**config.mk**
```make
export PLATFORM = sky130hd
export DESIGN_NAME = dtq_ram
export DESIGN_NICKNAME = d
export VERILOG_FILES = /design/src/hw/rtl/dtq_ram.sv
export SDC_FILE = /design/constraint.sdc
export NUM_CORES = 1
export LEC_CHECK = 0
export ABC_CLOCK_PERIOD_IN_PS = 3200
export BUFFER_PORTS_ARGS = -buffer_cell sky130_fd_sc_hd__clkbuf_2
export CORE_MARGIN = 1.5
export CORE_UTILIZATION = 45
export CTS_CLUSTER_SIZE = 40
export DETAILED_ROUTE_END_ITERATION = 6
export PLACE_DENSITY = 0.62
export RECOVER_POWER = 50
export SETUP_SLACK_MARGIN = 0.5
export SYNTH_ARGS = -nofsm -noshare
export SYNTH_HDL_FRONTEND = slang
export SYNTH_SLANG_ARGS = --single-unit
```
**constraint.sdc**
```tcl
create_clock -name clk -period 3.2 [get_ports clk]
set_input_delay 0.96 -clock clk [delete_from_list [all_inputs] [get_ports clk]]
set_output_delay 0.96 -clock clk [all_outputs]
set_load 0.05 [all_outputs]
```
**src/hw/rtl/dtq_ram.sv**
```systemverilog
// Generic single-port-write, single-port-read synchronous RAM with a
// registered read. No dependencies.
`timescale 1ns / 1ps

module dtq_ram #(
  parameter int WIDTH = 8,
  parameter int DEPTH = 32
) (
  input  logic                     clk,
  input  logic                     we,
  input  logic [$clog2(DEPTH)-1:0] waddr,
  input  logic [WIDTH-1:0]         wdata,
  input  logic [$clog2(DEPTH)-1:0] raddr,
  output logic [WIDTH-1:0]         rdata
);

  logic [WIDTH-1:0] mem [DEPTH];

  // Write port.
  always_ff @(posedge clk) begin
    if (we) begin
      mem[waddr] <= wdata;
    end
  end

  // Read port, registered.
  always_ff @(posedge clk) begin
    rdata <= mem[raddr];
  end

endmodule

```
==> impl_metrics.env <==
export IMPL_fp_dieH_microns=152
export IMPL_wirelength_microns=20400
export IMPL_antenna_found_initial=0
export IMPL_grt_overflow=0
export IMPL_track_usage_pct=18.1
export IMPL_drc_errors=0
export IMPL_cts_buffers=25
export IMPL_cts_buffer_depth=3
export IMPL_portBuffers=27
export IMPL_wl_met3_microns=1220
export IMPL_cts_resized_gates=0
export IMPL_ys_flop_type="edfxtp_1"
export IMPL_cpPeakStageDelay_ps=580
export IMPL_grt_pass1_wl_microns=30900
export IMPL_cp_slowest_cell="mux4_2"
export IMPL_required_ps=3590
export IMPL_preCtsSetupSlack_ps=232
export IMPL_clock_sinks=264
export IMPL_grt_pass1_vias=4643
export IMPL_setup_ws_ps=760
export IMPL_p_comb_share_pct=5.5
export IMPL_postCtsSetupBuffers=0
export IMPL_via_per_inst=5.72
export IMPL_drv_slew=32
export IMPL_intPower_mw=6.02
export IMPL_fin_crit_ps=2440
export IMPL_status="complete, but fails checks"
export IMPL_worst_ep_arrival_time_ps=2830
export IMPL_num_io_pins=28
export IMPL_yosys_warnings=0
export IMPL_rsz0062_at_grt="false"
export IMPL_clkPwrFrac_pct=42.9
export IMPL_crit_path_frequent_cell="mux4_2"
export IMPL_path_class="in -> reg"
export IMPL_dr_wl_met2_microns=9460
export IMPL_avgSynthCellArea_sq_um=24.1
export IMPL_synth_area_leader_cell="edfxtp_1"
export IMPL_timing_final_crit_share_pct=76.3
export IMPL_yosysMostFrequentCell="edfxtp_1"
export IMPL_maxSlewHeadroom_pct=-0.254
export IMPL_synthTopCellsByArea="edfxtp_1, mux4_2, dfxtp_1"
export IMPL_grt_max_degree=55
export IMPL_num_fill_cells=1674
export IMPL_fmax_mhz=410
export IMPL_syn_inst=417
export IMPL_syn_num_nets=437
export IMPL_drt_met1_wl_microns=9370
export IMPL_clock_latency_ps=510
export IMPL_power_switching_mw=1.46
export IMPL_dr_first_iter_drc_count=370
export IMPL_ys_seq_area_share_pct=78.1
export IMPL_clockRootBuffer="clkbuf_16"
export IMPL_power_static_leakage_nw=3.71
export IMPL_crit_chain="buf_4 -> buf_12 -> mux4_2 -> mux4_2 -> mux2_2"
export IMPL_cp_max_fo=26
export IMPL_setup_violations=0
export IMPL_timing_final_hold_violations=0
export IMPL_hold_path_class="reg -> reg"
export IMPL_violations="capacitance limit, slew limit"
export IMPL_drv_cap=2
export IMPL_vias=4504
export IMPL_setup_tns_final_ps=0
export IMPL_clkTransAtPathRegs_ps=70
export IMPL_core_rowCount=54
export IMPL_tightest_slew_ps=1500
export IMPL_n_antenna_cell=0
export IMPL_synth_top_area_share_pct=76.5
export IMPL_syn_to_final_growth_pct=16.1
export IMPL_drt_pass1_iter_count=5
export IMPL_nNetsFinal=510
export IMPL_die_w_microns=152
export IMPL_critPathLaunchType="input pin"
export IMPL_initial_core_util_pct=45.9
export IMPL_post_drt_wl_per_cell_microns=25.9
export IMPL_regArea_sq_mm=0.00785
export IMPL_multiInputGateArea_sq_mm=0.00210
export IMPL_r2r_start="mem[0][7]"
export IMPL_die_area_sq_mm=0.0232
export IMPL_startpoint="raddr[0]"
export IMPL_dp_hpwl_microns=12700
export IMPL_cts_tree="yes"
export IMPL_synthArstFlopShare_pct=0
export IMPL_gp_congestion=0.740
export IMPL_cts_hold_buf=0
export IMPL_cp_end_kind="flip-flop"
export IMPL_ant_nets=0
export IMPL_htree_levels=1
export IMPL_yosysUniqueCellTypes=15
export IMPL_netlist_top_cells_count="edfxtp_1, mux4_2, nor2_1"
export IMPL_coreArea_sq_mm=0.0219
export IMPL_hp_start="mem[9][1]"
export IMPL_power_frac_seq_pct=51.6
export IMPL_fin_skew_ps=15.5
export IMPL_syn_area_sq_mm=0.0101
export IMPL_yosys_register_bits=264
export IMPL_switching_share_pct=19.5
export IMPL_layout_drive_gt1_share_pct=36.6
export IMPL_synth_edff_count=256
export IMPL_highest_layer="met4"
export IMPL_p_per_area_mw_per_mm2=641
export IMPL_peakVddDrop_uv=279
[per-stage QoR]
| stage | instances | utilization [%] | hold WS [ps] | cell area (sq um) | total power [mW] |
|---|---|---|---|---|---|
| final | 788 | 53.3 | 900 | 11700 | 7.48 |
| after CTS | 788 | 53.4 | 910 | 11700 | 7.54 |
| after global routing | 788 | 53.3 | 940 | 11700 | 7.69 |
| after floorplan | 417 | - | 865 | 10100 | 4.18 |
| after global placement | 743 | 49.2 | 885 | 10800 | 4.35 |
| after detailed placement | 743 | 49.2 | 896 | 10800 | 4.36 |
[placed cells by master, fill, tap and decap left out]
cell        instances
clkbuf_16          25
clkinv_2            3
clkinv_1            1
mux4_2             80
clkinvlp_4          2
bufinv_16           6
nand3_1             2
buf_4              34
clkbuf_2           17
clkbuf_8            4
or3_1               1
edfxtp_1          256
clkbuf_1           15
nand2_1             1
buf_12              4
or3b_2              3
nor2_1             33
dfxtp_1             8
nand3b_1            5
mux2_2              8
[cell type report]
type                    count  share of cell area, %
clock buffers              33                   5.96
well taps                 280                   3.00
clock inverters            12                   1.83
flip-flops and latches    264                   67.3
repair buffers             66                   3.96
multi-input cells         133                   18.0
[critical path: cells and delay by family]
kind / cells / cell delay [ps]
buffers and inverters: 2 / 460
muxes: 3 / 1390
[kinds of logic (layout without fill, tap and decap cells)]
| group | count (synthesis) | after routing | share of synthesized area, % |
|---|---|---|---|
| buf+inv | 20 | 111 | 1.06 |
| flops | 264 | 264 | 78.1 |
| mux | 88 | 88 | 18.8 |
| simple gates | 45 | 45 | 2.07 |
[worst paths after layout]
path / to / slack, ps / cells past startpoint
max: rdata[6] / 760 / 5
min: rdata[1] / 900 / 3
max reg2reg: rdata[7] / 1350 / 3
min reg2reg: rdata[1] / 900 / 3
[metal layers]
| metal | up-vias | track usage, % |
|---|---|---|
| met2 | 138 | 27.3 |
| met1 | 2421 | 28.1 |
| met5 | - | 0 |
| li1 | 1920 | - |
| met3 | 25 | 2.87 |
| met4 | 0 | 3.94 |
[power groups by stage]
| stage | Clock (mW) | Sequential (mW) | Combinational [mW] |
|---|---|---|---|
| global route | 3.38 | 3.86 | 0.439 |
| detailed placement | 0 | 3.94 | 0.420 |
| finish | 3.20 | 3.86 | 0.412 |
| global placement | 0 | 3.93 | 0.415 |
| floorplan | 0 | 3.98 | 0.206 |
| CTS | 3.26 | 3.86 | 0.421 |
[state kept, by name, summed over array words and instances, names as in the netlist]
signal / count
rdata: 8
mem: 256
(Power assumes the default switching activity.)
